[config.mk]
export PLATFORM = sky130hd
export DESIGN_NAME = calendar_time_advance_top
export DESIGN_NICKNAME = d
export VERILOG_FILES = /design/src/rtl/cta_pkg.sv /design/src/rtl/cta_fifo2.sv /design/src/rtl/cta_front.sv /design/src/rtl/cta_back.sv /design/src/rtl/calendar_time_advance_top.sv
export SDC_FILE = /design/constraint.sdc
export NUM_CORES = 2
export LEC_CHECK = 0
export CAP_MARGIN = 20
export CORE_UTILIZATION = 35
export DETAILED_ROUTE_END_ITERATION = 16
export DONT_BUFFER_PORTS = 1
export GPL_TIMING_DRIVEN = 0
export MAX_ROUTING_LAYER = met4
export PLACE_DENSITY = 0.46
export SLEW_MARGIN = 20
export SYNTH_ARGS = -nofsm -noshare
export SYNTH_HDL_FRONTEND = slang
export SYNTH_SLANG_ARGS = --single-unit
[constraint.sdc]
create_clock -name i_clk -period 21.4 [get_ports i_clk]
set_input_delay 2.14 -clock i_clk [delete_from_list [all_inputs] [get_ports i_clk]]
set_output_delay 2.14 -clock i_clk [all_outputs]
set_load 0.05 [all_outputs]
[src/rtl/cta_pkg.sv]
// shared types, constants and calendar functions for the calendar time advance block
`timescale 1ns / 1ps

package cta_pkg;

    localparam int STEP_COUNT_BITS_DEF = 32;
    localparam logic [13:0] MAX_YEAR = 14'd9999;

    typedef enum logic [1:0] {
        KIND_ADVANCE,
        KIND_LOAD,
        KIND_REJECT
    } t_kind;

    typedef enum logic [1:0] {
        ST_OK,
        ST_REJECT,
        ST_OVERFLOW,
        ST_UNLOADED
    } t_status;

    typedef enum logic [3:0] {
        B_IDLE,
        B_DMUL,
        B_DREM,
        B_TOD,
        B_TODFIX,
        B_HMUL,
        B_HREM,
        B_HFIX,
        B_MMUL,
        B_MREM,
        B_MFIX,
        B_WALK
    } t_back_state;

    typedef struct packed {
        t_kind       kind;
        logic [30:0] add_seconds;
        logic [13:0] year;
        logic [3:0]  month;
        logic [4:0]  day;
        logic [4:0]  hour;
        logic [5:0]  minute;
        logic [5:0]  second;
        logic [31:0] steps;
    } t_req;

    typedef struct packed {
        logic [13:0] year;
        logic [3:0]  month;
        logic [4:0]  day;
        logic [4:0]  hour;
        logic [5:0]  minute;
        logic [5:0]  second;
        logic [31:0] step_count;
        t_status     status;
    } t_result;

    // (k * 256) mod 400, period 25 in k
    function automatic logic [8:0] hi256_mod400(input logic [4:0] idx);
        logic [8:0] v;
        unique case (idx)
            5'd0:    v = 9'd0;
            5'd1:    v = 9'd256;
            5'd2:    v = 9'd112;
            5'd3:    v = 9'd368;
            5'd4:    v = 9'd224;
            5'd5:    v = 9'd80;
            5'd6:    v = 9'd336;
            5'd7:    v = 9'd192;
            5'd8:    v = 9'd48;
            5'd9:    v = 9'd304;
            5'd10:   v = 9'd160;
            5'd11:   v = 9'd16;
            5'd12:   v = 9'd272;
            5'd13:   v = 9'd128;
            5'd14:   v = 9'd384;
            5'd15:   v = 9'd240;
            5'd16:   v = 9'd96;
            5'd17:   v = 9'd352;
            5'd18:   v = 9'd208;
            5'd19:   v = 9'd64;
            5'd20:   v = 9'd320;
            5'd21:   v = 9'd176;
            5'd22:   v = 9'd32;
            5'd23:   v = 9'd288;
            5'd24:   v = 9'd144;
            default: v = 9'd0;
        endcase
        return v;
    endfunction

    // gregorian leap test, year split as hi * 256 + lo for the mod 400
    function automatic logic leap_of(input logic [13:0] y, input logic en);
        logic [5:0] hi;
        logic [4:0] idx;
        logic [9:0] sum;
        logic [8:0] r400;
        logic [6:0] r100;
        hi = y[13:8];
        if (hi >= 6'd50) begin
            idx = 5'(hi - 6'd50);
        end else if (hi >= 6'd25) begin
            idx = 5'(hi - 6'd25);
        end else begin
            idx = hi[4:0];
        end
        sum = 10'(hi256_mod400(idx)) + 10'(y[7:0]);
        if (sum >= 10'd400) begin
            r400 = 9'(sum - 10'd400);
        end else begin
            r400 = sum[8:0];
        end
        if (r400 >= 9'd300) begin
            r100 = 7'(r400 - 9'd300);
        end else if (r400 >= 9'd200) begin
            r100 = 7'(r400 - 9'd200);
        end else if (r400 >= 9'd100) begin
            r100 = 7'(r400 - 9'd100);
        end else begin
            r100 = r400[6:0];
        end
        return en && (y[1:0] == 2'd0) && ((r100 != 7'd0) || (r400 == 9'd0));
    endfunction

    function automatic logic [4:0] month_len(input logic leap, input logic [3:0] m);
        logic [4:0] len;
        unique case (m)
            4'd2:                      len = leap ? 5'd29 : 5'd28;
            4'd4, 4'd6, 4'd9, 4'd11:   len = 5'd30;
            default:                   len = 5'd31;
        endcase
        return len;
    endfunction

endpackage

[src/rtl/cta_fifo2.sv]
// two-entry queue with head and tail registers
`timescale 1ns / 1ps

module cta_fifo2 #(
    parameter int WIDTH = 8
) (
    input  logic             i_clk,
    input  logic             i_rst_n,
    input  logic             i_push,
    input  logic [WIDTH-1:0] i_data,
    output logic             o_full,
    input  logic             i_pop,
    output logic             o_empty,
    output logic [WIDTH-1:0] o_data
);

    logic             r_v0, r_v1, n_v0, n_v1;
    logic [WIDTH-1:0] r_head, r_tail, n_head, n_tail;
    logic             w_push, w_pop;

    assign w_push  = i_push && !r_v1;
    assign w_pop   = i_pop && r_v0;
    assign o_full  = r_v1;
    assign o_empty = !r_v0;
    assign o_data  = r_head;

    always_comb begin
        n_v0   = r_v0;
        n_v1   = r_v1;
        n_head = r_head;
        n_tail = r_tail;
        if (w_pop) begin
            if (r_v1) begin
                n_head = r_tail;
                if (w_push) begin
                    n_tail = i_data;
                end else begin
                    n_v1 = 1'b0;
                end
            end else if (w_push) begin
                n_head = i_data;
            end else begin
                n_v0 = 1'b0;
            end
        end else if (w_push) begin
            if (!r_v0) begin
                n_head = i_data;
                n_v0   = 1'b1;
            end else begin
                n_tail = i_data;
                n_v1   = 1'b1;
            end
        end
    end

    always_ff @(posedge i_clk) begin
        if (!i_rst_n) begin
            r_v0 <= 1'b0;
            r_v1 <= 1'b0;
        end else begin
            r_v0 <= n_v0;
            r_v1 <= n_v1;
        end
    end

    always_ff @(posedge i_clk) begin
        r_head <= n_head;
        r_tail <= n_tail;
    end

endmodule

[src/rtl/cta_front.sv]
// front end: takes requests, checks loads, queues classified requests
`timescale 1ns / 1ps

module cta_front
    import cta_pkg::*;
(
    input  logic        i_clk,
    input  logic        i_rst_n,
    input  logic        i_leap_en,
    input  logic        i_push,
    output logic        o_full,
    input  logic        i_req_type,
    input  logic [30:0] i_add_seconds,
    input  logic [13:0] i_load_year,
    input  logic [3:0]  i_load_month,
    input  logic [4:0]  i_load_day,
    input  logic [4:0]  i_load_hour,
    input  logic [5:0]  i_load_minute,
    input  logic [5:0]  i_load_second,
    input  logic [31:0] i_load_steps,
    output logic        o_req_valid,
    output t_req        o_req,
    input  logic        i_req_take
);

    t_req       w_req;
    logic       w_valid;
    logic [4:0] w_len;
    logic       w_empty;

    assign w_len = month_len(leap_of(i_load_year, i_leap_en), i_load_month);

    always_comb begin
        w_valid = (i_load_year <= MAX_YEAR)
               && (i_load_month >= 4'd1) && (i_load_month <= 4'd12)
               && (i_load_day >= 5'd1) && (i_load_day <= w_len)
               && (i_load_hour <= 5'd23)
               && (i_load_minute <= 6'd59)
               && (i_load_second <= 6'd59);
        w_req.add_seconds = i_add_seconds;
        w_req.year        = i_load_year;
        w_req.month       = i_load_month;
        w_req.day         = i_load_day;
        w_req.hour        = i_load_hour;
        w_req.minute      = i_load_minute;
        w_req.second      = i_load_second;
        w_req.steps       = i_load_steps;
        if (!i_req_type) begin
            w_req.kind = KIND_ADVANCE;
        end else if (w_valid) begin
            w_req.kind = KIND_LOAD;
        end else begin
            w_req.kind = KIND_REJECT;
        end
    end

    cta_fifo2 #(
        .WIDTH($bits(t_req))
    ) u_req_q (
        .i_clk   (i_clk),
        .i_rst_n (i_rst_n),
        .i_push  (i_push),
        .i_data  (w_req),
        .o_full  (o_full),
        .i_pop   (i_req_take),
        .o_empty (w_empty),
        .o_data  (o_req)
    );

    assign o_req_valid = !w_empty;

endmodule

[src/rtl/cta_back.sv]
// back end: calendar state and the sequenced advance datapath
`timescale 1ns / 1ps

module cta_back
    import cta_pkg::*;
#(
    parameter int STEP_COUNT_BITS = STEP_COUNT_BITS_DEF
) (
    input  logic    i_clk,
    input  logic    i_rst_n,
    input  logic    i_leap_en,
    input  logic    i_req_valid,
    input  t_req    i_req,
    output logic    o_req_take,
    input  logic    i_out_full,
    output logic    o_res_push,
    output t_result o_res
);

    localparam logic [22:0] DAY_RECIP = 23'd6362914;  // floor(2^32 / 675)
    localparam logic [9:0]  DAY_HI    = 10'd675;      // 86400 / 128
    localparam logic [16:0] SECS_DAY  = 17'd86400;
    localparam logic [12:0] HR_RECIP  = 13'd4660;     // floor(2^24 / 3600)
    localparam logic [11:0] SECS_HR   = 12'd3600;
    localparam logic [12:0] MIN_RECIP = 13'd4369;     // floor(2^18 / 60)
    localparam logic [5:0]  SECS_MIN  = 6'd60;

    t_back_state r_state, n_state;

    // architectural state
    logic                       r_loaded, n_loaded;
    logic [13:0]                r_year, n_year;
    logic [3:0]                 r_month, n_month;
    logic [4:0]                 r_day, n_day;
    logic [4:0]                 r_hour, n_hour;
    logic [5:0]                 r_minute, n_minute;
    logic [5:0]                 r_second, n_second;
    logic [STEP_COUNT_BITS-1:0] r_steps, n_steps;

    // working registers
    logic [30:0] r_add, n_add;
    logic [14:0] r_q, n_q;
    logic [10:0] r_rem, n_rem;
    logic [17:0] r_tod, n_tod;
    logic [15:0] r_dd, n_dd;
    logic [3:0]  r_mm, n_mm;
    logic [13:0] r_yy, n_yy;
    logic [4:0]  r_hq, n_hq;
    logic [12:0] r_hrem, n_hrem;
    logic [4:0]  r_hr, n_hr;
    logic [11:0] r_mrem, n_mrem;
    logic [5:0]  r_mq, n_mq;
    logic [6:0]  r_srem, n_srem;
    logic [5:0]  r_mi, n_mi;
    logic [5:0]  r_se, n_se;

    t_status     w_status;
    logic [46:0] w_prod_d;
    logic [24:0] w_rem_d;
    logic [14:0] w_q_fix;
    logic [10:0] w_rem_fix;
    logic [17:0] w_tod_sum;
    logic [29:0] w_prod_h;
    logic [16:0] w_hrem;
    logic [24:0] w_prod_m;
    logic [11:0] w_srem;
    logic [4:0]  w_len;
    logic [63:0] w_ld_wide;
    logic [63:0] w_steps_wide;

    assign w_prod_d  = 47'(r_add[30:7]) * 47'(DAY_RECIP);
    assign w_rem_d   = 25'(r_add[30:7]) - 25'(r_q) * 25'(DAY_HI);
    assign w_q_fix   = r_q + 15'(r_rem >= 11'(DAY_HI));
    assign w_rem_fix = (r_rem >= 11'(DAY_HI)) ? (r_rem - 11'(DAY_HI)) : r_rem;
    assign w_tod_sum = 18'(r_hour) * 18'(SECS_HR) + 18'(r_minute) * 18'(SECS_MIN)
                     + 18'(r_second) + 18'({w_rem_fix[9:0], r_add[6:0]});
    assign w_prod_h  = 30'(r_tod[16:0]) * 30'(HR_RECIP);
    assign w_hrem    = r_tod[16:0] - 17'(r_hq) * 17'(SECS_HR);
    assign w_prod_m  = 25'(r_mrem) * 25'(MIN_RECIP);
    assign w_srem    = r_mrem - 12'(r_mq) * 12'(SECS_MIN);
    assign w_len     = month_len(leap_of(r_yy, i_leap_en), r_mm);
    assign w_ld_wide = 64'(i_req.steps);

    always_comb begin
        n_state    = r_state;
        n_loaded   = r_loaded;
        n_year     = r_year;
        n_month    = r_month;
        n_day      = r_day;
        n_hour     = r_hour;
        n_minute   = r_minute;
        n_second   = r_second;
        n_steps    = r_steps;
        n_add      = r_add;
        n_q        = r_q;
        n_rem      = r_rem;
        n_tod      = r_tod;
        n_dd       = r_dd;
        n_mm       = r_mm;
        n_yy       = r_yy;
        n_hq       = r_hq;
        n_hrem     = r_hrem;
        n_hr       = r_hr;
        n_mrem     = r_mrem;
        n_mq       = r_mq;
        n_srem     = r_srem;
        n_mi       = r_mi;
        n_se       = r_se;
        o_req_take = 1'b0;
        o_res_push = 1'b0;
        w_status   = ST_OK;
        unique case (r_state)
            B_IDLE: begin
                if (i_req_valid && !i_out_full) begin
                    o_req_take = 1'b1;
                    unique case (i_req.kind)
                        KIND_LOAD: begin
                            n_year     = i_req.year;
                            n_month    = i_req.month;
                            n_day      = i_req.day;
                            n_hour     = i_req.hour;
                            n_minute   = i_req.minute;
                            n_second   = i_req.second;
                            n_steps    = w_ld_wide[STEP_COUNT_BITS-1:0];
                            n_loaded   = 1'b1;
                            o_res_push = 1'b1;
                        end
                        KIND_ADVANCE: begin
                            if (!r_loaded) begin
                                w_status   = ST_UNLOADED;
                                o_res_push = 1'b1;
                            end else begin
                                n_add   = i_req.add_seconds;
                                n_mm    = r_month;
                                n_yy    = r_year;
                                n_state = B_DMUL;
                            end
                        end
                        default: begin
                            w_status   = ST_REJECT;
                            o_res_push = 1'b1;
                        end
                    endcase
                end
            end
            B_DMUL: begin
                n_q     = w_prod_d[46:32];
                n_state = B_DREM;
            end
            B_DREM: begin
                n_rem   = w_rem_d[10:0];
                n_state = B_TOD;
            end
            B_TOD: begin
                n_tod   = w_tod_sum;
                n_dd    = 16'(r_day) + 16'(w_q_fix);
                n_state = B_TODFIX;
            end
            B_TODFIX: begin
                if (r_tod >= 18'(SECS_DAY)) begin
                    n_tod = r_tod - 18'(SECS_DAY);
                    n_dd  = r_dd + 16'd1;
                end
                n_state = B_HMUL;
            end
            B_HMUL: begin
                n_hq    = w_prod_h[28:24];
                n_state = B_HREM;
            end
            B_HREM: begin
                n_hrem  = w_hrem[12:0];
                n_state = B_HFIX;
            end
            B_HFIX: begin
                if (r_hrem >= 13'(SECS_HR)) begin
                    n_hr   = r_hq + 5'd1;
                    n_mrem = 12'(r_hrem - 13'(SECS_HR));
                end else begin
                    n_hr   = r_hq;
                    n_mrem = r_hrem[11:0];
                end
                n_state = B_MMUL;
            end
            B_MMUL: begin
                n_mq    = w_prod_m[23:18];
                n_state = B_MREM;
            end
            B_MREM: begin
                n_srem  = w_srem[6:0];
                n_state = B_MFIX;
            end
            B_MFIX: begin
                if (r_srem >= 7'(SECS_MIN)) begin
                    n_mi = r_mq + 6'd1;
                    n_se = 6'(r_srem - 7'(SECS_MIN));
                end else begin
                    n_mi = r_mq;
                    n_se = r_srem[5:0];
                end
                n_state = B_WALK;
            end
            B_WALK: begin
                if (r_dd > 16'(w_len)) begin
                    n_dd = r_dd - 16'(w_len);
                    if (r_mm == 4'd12) begin
                        if (r_yy == MAX_YEAR) begin
                            w_status   = ST_OVERFLOW;
                            o_res_push = 1'b1;
                            n_state    = B_IDLE;
                        end else begin
                            n_mm = 4'd1;
                            n_yy = r_yy + 14'd1;
                        end
                    end else begin
                        n_mm = r_mm + 4'd1;
                    end
                end else begin
                    n_year     = r_yy;
                    n_month    = r_mm;
                    n_day      = r_dd[4:0];
                    n_hour     = r_hr;
                    n_minute   = r_mi;
                    n_second   = r_se;
                    n_steps    = r_steps + STEP_COUNT_BITS'(1);
                    o_res_push = 1'b1;
                    n_state    = B_IDLE;
                end
            end
            default: begin
                n_state = B_IDLE;
            end
        endcase
    end

    assign w_steps_wide = 64'(n_steps);

    always_comb begin
        o_res.year       = n_year;
        o_res.month      = n_month;
        o_res.day        = n_day;
        o_res.hour       = n_hour;
        o_res.minute     = n_minute;
        o_res.second     = n_second;
        o_res.step_count = w_steps_wide[31:0];
        o_res.status     = w_status;
    end

    always_ff @(posedge i_clk) begin
        if (!i_rst_n) begin
            r_state <= B_IDLE;
        end else begin
            r_state <= n_state;
        end
    end

    always_ff @(posedge i_clk) begin
        if (!i_rst_n) begin
            r_loaded <= 1'b0;
            r_year   <= 14'd0;
            r_month  <= 4'd1;
            r_day    <= 5'd1;
            r_hour   <= 5'd0;
            r_minute <= 6'd0;
            r_second <= 6'd0;
            r_steps  <= '0;
        end else begin
            r_loaded <= n_loaded;
            r_year   <= n_year;
            r_month  <= n_month;
            r_day    <= n_day;
            r_hour   <= n_hour;
            r_minute <= n_minute;
            r_second <= n_second;
            r_steps  <= n_steps;
        end
    end

    always_ff @(posedge i_clk) begin
        r_add  <= n_add;
        r_q    <= n_q;
        r_rem  <= n_rem;
        r_tod  <= n_tod;
        r_dd   <= n_dd;
        r_mm   <= n_mm;
        r_yy   <= n_yy;
        r_hq   <= n_hq;
        r_hrem <= n_hrem;
        r_hr   <= n_hr;
        r_mrem <= n_mrem;
        r_mq   <= n_mq;
        r_srem <= n_srem;
        r_mi   <= n_mi;
        r_se   <= n_se;
    end

endmodule

[src/rtl/calendar_time_advance_top.sv]
// top level of the calendar time advance block
//
//  channel   direction  handshake             payload
//  request   in         push / full           i_req_type, i_add_seconds, i_load_*
//  result    out        empty / pop           o_year .. o_second, o_step_count, o_status
//  config    in         i_cfg_we              i_cfg_wdata (leap enable)
//
//  load, rejected load or advance before load: registered in the request queue, then
//    answered by the idle back end straight into the result queue
//  advance: the sequenced divide steps and then the one-month-a-cycle walk in the back end
//  the back end works one request at a time; two-entry queues on each side
//  synchronous active-low reset clears both queues and the calendar state
//  a full result queue holds the back end before it takes the next request
`timescale 1ns / 1ps

module calendar_time_advance_top
    import cta_pkg::*;
#(
    parameter int STEP_COUNT_BITS = STEP_COUNT_BITS_DEF
) (
    input  logic        i_clk,
    input  logic        i_rst_n,
    input  logic        push,
    output logic        full,
    input  logic        i_req_type,
    input  logic [30:0] i_add_seconds,
    input  logic [13:0] i_load_year,
    input  logic [3:0]  i_load_month,
    input  logic [4:0]  i_load_day,
    input  logic [4:0]  i_load_hour,
    input  logic [5:0]  i_load_minute,
    input  logic [5:0]  i_load_second,
    input  logic [31:0] i_load_steps,
    output logic        empty,
    input  logic        pop,
    output logic [13:0] o_year,
    output logic [3:0]  o_month,
    output logic [4:0]  o_day,
    output logic [4:0]  o_hour,
    output logic [5:0]  o_minute,
    output logic [5:0]  o_second,
    output logic [31:0] o_step_count,
    output logic [1:0]  o_status,
    input  logic        i_cfg_we,
    input  logic        i_cfg_wdata
);

    logic    r_leap_en, n_leap_en;
    logic    w_req_valid;
    t_req    w_req;
    logic    w_req_take;
    logic    w_out_full;
    logic    w_res_push;
    t_result w_res;
    t_result w_res_q;

    assign n_leap_en = i_cfg_we ? i_cfg_wdata : r_leap_en;

    always_ff @(posedge i_clk) begin
        if (!i_rst_n) begin
            r_leap_en <= 1'b1;
        end else begin
            r_leap_en <= n_leap_en;
        end
    end

    cta_front u_front (
        .i_clk         (i_clk),
        .i_rst_n       (i_rst_n),
        .i_leap_en     (r_leap_en),
        .i_push        (push),
        .o_full        (full),
        .i_req_type    (i_req_type),
        .i_add_seconds (i_add_seconds),
        .i_load_year   (i_load_year),
        .i_load_month  (i_load_month),
        .i_load_day    (i_load_day),
        .i_load_hour   (i_load_hour),
        .i_load_minute (i_load_minute),
        .i_load_second (i_load_second),
        .i_load_steps  (i_load_steps),
        .o_req_valid   (w_req_valid),
        .o_req         (w_req),
        .i_req_take    (w_req_take)
    );

    cta_back #(
        .STEP_COUNT_BITS(STEP_COUNT_BITS)
    ) u_back (
        .i_clk       (i_clk),
        .i_rst_n     (i_rst_n),
        .i_leap_en   (r_leap_en),
        .i_req_valid (w_req_valid),
        .i_req       (w_req),
        .o_req_take  (w_req_take),
        .i_out_full  (w_out_full),
        .o_res_push  (w_res_push),
        .o_res       (w_res)
    );

    cta_fifo2 #(
        .WIDTH($bits(t_result))
    ) u_res_q (
        .i_clk   (i_clk),
        .i_rst_n (i_rst_n),
        .i_push  (w_res_push),
        .i_data  (w_res),
        .o_full  (w_out_full),
        .i_pop   (pop),
        .o_empty (empty),
        .o_data  (w_res_q)
    );

    assign o_year       = w_res_q.year;
    assign o_month      = w_res_q.month;
    assign o_day        = w_res_q.day;
    assign o_hour       = w_res_q.hour;
    assign o_minute     = w_res_q.minute;
    assign o_second     = w_res_q.second;
    assign o_step_count = w_res_q.step_count;
    assign o_status     = w_res_q.status;

endmodule

==> results <==
- The flow ran to the end, and the final reports show no timing, DRC or antenna violations.
- The post-detailed-route DRC marker count is 0.
- The deepest level of the CTS H-tree is 3.
- The routed design could run at a clock period as short as about 13 ns.
- The die is roughly 350 microns wide.
- The first global-routing pass estimated 179000 microns of wire.
- The destination of the worst register-to-register timing path is u_res_q.o_data[49]$_DFFE_PP_.
- The I/O pin count is roughly 190.
- The maximum number of buffers from clock root to sink is 3.
- After synthesis, the share of flip-flops with an asynchronous set or reset is 0%.
- The buffers inserted during post-CTS setup optimization is 0.
- Setup total negative slack on the finished layout was measured at 0 ns.
- Summed over all layers, the routed wires come to 117000 microns.
- For the worst setup path, the data required time is approximately 22 ns.
- The timing-limited maximum frequency is approximately 0.076 GHz.
- On the critical path, the stage with the largest delay is an instance of sky130_fd_sc_hd__nor2_1.
- After synthesis, the mean cell area works out to roughly 11 sq um.
- After clock tree synthesis, the repair step resized 0 gates.
- IR analysis of the VDD net gives a maximum drop of 0.164 mV.
- In this run the static leakage power is a little over 20 nW.
- For this block, the initial DRC count from the detailed router was around 1700.
- The power share of the combinational group is a little under half.
- The kind of critical path is reg -> reg.
- The origin of the worst min-delay path is u_front.u_req_q.o_data[98]$_DFFE_PP_.
- The largest net degree at the start of global routing is 39.
- The initial antenna violation count came to 7.
- Across all setup checks in the final design, the least slack found is between 8 and 9 ns.
- The total of endpoints with negative setup slack in the final report is 0.
- The via density per instance is ~5.0.
- The normalized max-slew margin is between 20% and 30%.
- The worst endpoint data arrival time is about 13 ns.
- The floorplan row count is around 130.
- The summed area of non-filler cells in the final layout is roughly 48000 sq um.
- Counting every sink on the clock net gives roughly 610.
- The final-stage net count is 4902.
- Setup repair after global routing left no endpoint under its margin.
- The starting density of the core is a little over a third.
- The instance area at placement is 45600 sq um.
- The total internal power is between 3 and 4 mW.
- The latest clock arrival within the worst-skew pair is a little under 0.7 ns.
- The via count of the first global-routing pass is between 20000 and 30000.
- The CTS tree is built.
- The net switching power figure is 2.57 mW.
- Synthesis produced around 3800 cells.
- Before antenna repair, the detailed router went through 5 iterations.
- The switching share of power is 41.4%.
- The final hold violation count is 0.
- The number of buffers added to fix hold violations after cts is 0.
- The capturing element type of the critical path is a flop.
- Counting the fill cells in the layout gives approximately 12000.
- The number of buffers inserted during clock tree synthesis is 76.
- The routability-driven placement congestion ratio is between 0.9 and 1.
- The synthesized cell area is 43000 sq um.
- Global routing finished with a remaining overflow of 0.
- The number of pins exceeding their max-slew limit in the final report is 0.
- The most numerous cell on the critical path is sky130_fd_sc_hd__ha_1.
- Yosys mapped the design onto a little under 90 distinct sky130hd cell types.
- Of all nets on the critical path, the largest fanout is 10.
- The total area inside the core boundary comes to between 100000 and 150000 sq um.
- The number of register bits inferred by synthesis is between 600 and 700.
- The fraction of the cycle the final worst path needs is just over 60%.
- In this run the worst hold path is classified as reg -> reg.
- For the pin with the worst max-slew slack, the measured transition is roughly 1.1 ns.
- The sequential share of power is around 30%.
- The quantity of I/O buffers inserted on ports is 0.
- The power density relative to cell area is roughly 130 nW/um^2.
- Clock tree synthesis selected as its root buffer the cell sky130_fd_sc_hd__clkbuf_16.
- The number of antenna-violating nets in the routed design is 0.
- The reported max-cap violation count is 0.
- The library cells used most frequently in the layout, excluding fill and tap cells, are sky130_fd_sc_hd__ha_1, sky130_fd_sc_hd__edfxtp_1, sky130_fd_sc_hd__inv_1.
- For this block, the via count after detailed routing is 28551.
- The most frequent standard cell in the layout excluding fill and tap cells is sky130_fd_sc_hd__ha_1.
- The synthesized design contains approximately 530 enable-type register cells.
- The share of the Yosys chip area taken by registers is between 40 and 50%.
- The proportion of power drawn by the clock network is about 22%.
- In the final routed layout, each cell accounts on average for about 21 microns.
- The overall track demand over capacity in global routing is around a fifth.
- The path with the worst hold slack has its endpoint at u_back.r_add[26]$_DFFE_PP_.
- The count of cells along the worst register-to-register path is between 40 and 50.
- For flop-to-flop paths, the worst setup slack is roughly 8.3 ns.
- The floorplan step set the die height to between 300 and 400 microns.
- The sort of element at the start of the critical path is a flop.
- Prior to clock tree synthesis, the placed netlist has a worst setup slack of about 8.6 ns.
- Relative to the synthesized area, the layout overhead comes to 12.2%.
- The post-route clock skew is 0.0561 ns.
- The number of nets handed over by synthesis was approximately 4800.
- The hold-critical path depth is 0.
- The placed wire-length estimate after detailed placement is around 92000 microns.
- The clock transition at the register clock pins on the worst setup and hold paths after CTS is approximately 0.060 ns.
- The worst flop-to-flop path startpoint is u_back.r_yy[8]$_DFFE_PP_.
- The die covers 124000 sq um.
- In this design, the stage delay of the slowest critical-path cell is approximately 0.7 ns.
- The count of synthesis-stage warnings from yosys is 0.
- The share of cells above drive strength 1 is under 10%.
- The top flip-flop cell by instance count after synthesis is sky130_fd_sc_hd__edfxtp_1.
state kept, by name, summed over array words and instances, names as in the netlist, 11 cells and up:
name,flops
u_front.u_req_q.o_data,105
u_front.u_req_q.r_tail,105
u_res_q.o_data,74
u_res_q.r_tail,74
u_back.r_steps,32
u_back.r_add,31
u_back.r_tod,18
u_back.r_dd,16
u_back.r_q,15
u_back.r_year,14
u_back.r_yy,14
u_back.r_hrem,13
u_back.r_mrem,12
u_back.r_rem,11
how the worst max path moves through the flow:
stage,start,endpoint,depth (start not counted)
CTS,u_back.r_yy[9]$_DFFE_PP_,u_res_q.o_data[46]$_DFFE_PP_,43
finish,u_back.r_yy[8]$_DFFE_PP_,u_res_q.o_data[49]$_DFFE_PP_,44
global placement,u_back.r_yy[9]$_DFFE_PP_,u_res_q.r_tail[41]$_DFFE_PP_,41
global route,u_back.r_yy[8]$_DFFE_PP_,u_res_q.o_data[33]$_DFFE_PP_,48
floorplan,u_back.r_yy[8]$_DFFE_PP_,u_res_q.r_tail[0]$_DFFE_PP_,43
detailed placement,u_back.r_yy[8]$_DFFE_PP_,u_res_q.o_data[46]$_DFFE_PP_,44
kinds of logic after synthesis:
group           synth area share [%]
compound gates                  10.2
xor+xnor                        3.78
fa+ha+maj                       28.2
buf+inv                         5.10
flops                           40.6
mux                             3.21
simple gates                    8.91
final cells by class:
type                    count  area, sq um  area share [%]
multi-input cells        2653        23500            48.6
plain buffers              92          357           0.738
inverters                 490         1840            3.81
clock inverters            49          621            1.29
well taps                1625         2030            4.21
repair buffers             34          444           0.920
diodes                     22         55.1           0.114
flip-flops and latches    609        17500            36.2
clock buffers              92         2010            4.17
per-stage QoR:
step | utilization, % | cells | hold slack (ns) | total power [mW]
floorplan | - | 3844 | 0.400 | 4.12
global placement | 37.0 | 5469 | 0.400 | 4.86
detailed placement | 37.4 | 5503 | 0.405 | 4.87
CTS | 39.6 | 5644 | 0.417 | 6.26
global route | 39.6 | 5662 | 0.423 | 6.69
finish | 39.6 | 5666 | 0.416 | 6.20
worst max-delay path, delay by kind of cell (launching register included):
kind,cells,cell delay [ns]
DFF,1,0.43
xor gates and xnor gates,1,0.44
AOI/OAI and AO/OA,13,4.21
adders and majority gates,8,2.34
and+or+nand+nor,13,3.36
muxes,2,0.50
buffers and inverters,7,1.52
power groups by stage:
stage,registers (mW),logic (mW),clock network [mW]
after global routing,1.89,3.36,1.44
after floorplan,1.86,2.26,0
final,1.87,2.97,1.36
after detailed placement,1.90,2.97,0
after CTS,1.88,2.99,1.40
after global placement,1.95,2.92,0
layer usage:
layer  vias up  routed length (microns)  share of wire [%]  track usage (%)
li1      13923                        -                  -                -
met1     13938                    56100                 48             26.9
met2       550                    52300                 45             29.5
met3       140                     6440                5.5             3.57
met4         0                     2650                2.3             5.55
met5         -                        0                  0                -
Yosys cell counts, types with 7 or more instances:
cell                         n  area [sq um]
sky130_fd_sc_hd__a211oi_1   23           173
sky130_fd_sc_hd__a311oi_1   12           105
sky130_fd_sc_hd__a21boi_0   11          82.6
sky130_fd_sc_hd__or2_2       9          56.3
sky130_fd_sc_hd__nor2_1    230           863
sky130_fd_sc_hd__or4_1      10          75.1
sky130_fd_sc_hd__o21a_1     13          97.6
sky130_fd_sc_hd__o31a_1      7          61.3
sky130_fd_sc_hd__nand4_1    18           113
sky130_fd_sc_hd__dfxtp_1    82          1640
sky130_fd_sc_hd__clkbuf_1   76           285
sky130_fd_sc_hd__nor4_1     11          68.8
sky130_fd_sc_hd__fa_1      221          4420
sky130_fd_sc_hd__o21bai_1   19           143
sky130_fd_sc_hd__a21o_1     40           300
sky130_fd_sc_hd__a221oi_1   11          96.3
sky130_fd_sc_hd__xnor2_1   126          1100
sky130_fd_sc_hd__o211ai_1   14           105
sky130_fd_sc_hd__xor2_1     58           508
sky130_fd_sc_hd__nor2b_1    15          93.8
sky130_fd_sc_hd__nand2_1   302          1130
sky130_fd_sc_hd__o21ai_0   119           596
sky130_fd_sc_hd__nand2b_1   26           163
sky130_fd_sc_hd__o22ai_1    14          87.6
sky130_fd_sc_hd__edfxtp_1  527         15800
sky130_fd_sc_hd__ha_1      615          7690
sky130_fd_sc_hd__mux2i_1    14           140
sky130_fd_sc_hd__o221ai_1   10          87.6
sky130_fd_sc_hd__or3_1      22           138
sky130_fd_sc_hd__a21oi_1   186           931
sky130_fd_sc_hd__inv_1     489          1840
sky130_fd_sc_hd__o31ai_1    10          75.1
sky130_fd_sc_hd__mux2_2    108          1220
sky130_fd_sc_hd__and2_1     25           156
sky130_fd_sc_hd__and3_1     25           156
sky130_fd_sc_hd__nand3_1    65           325
sky130_fd_sc_hd__buf_1      14          52.6
sky130_fd_sc_hd__nor3_1     55           275
sky130_fd_sc_hd__a22oi_1    47           353
sky130_fd_sc_hd__a31oi_1    59           369
sky130_fd_sc_hd__a31o_2      7          61.3
No activity file was read; power rests on OpenSTA's default activity.
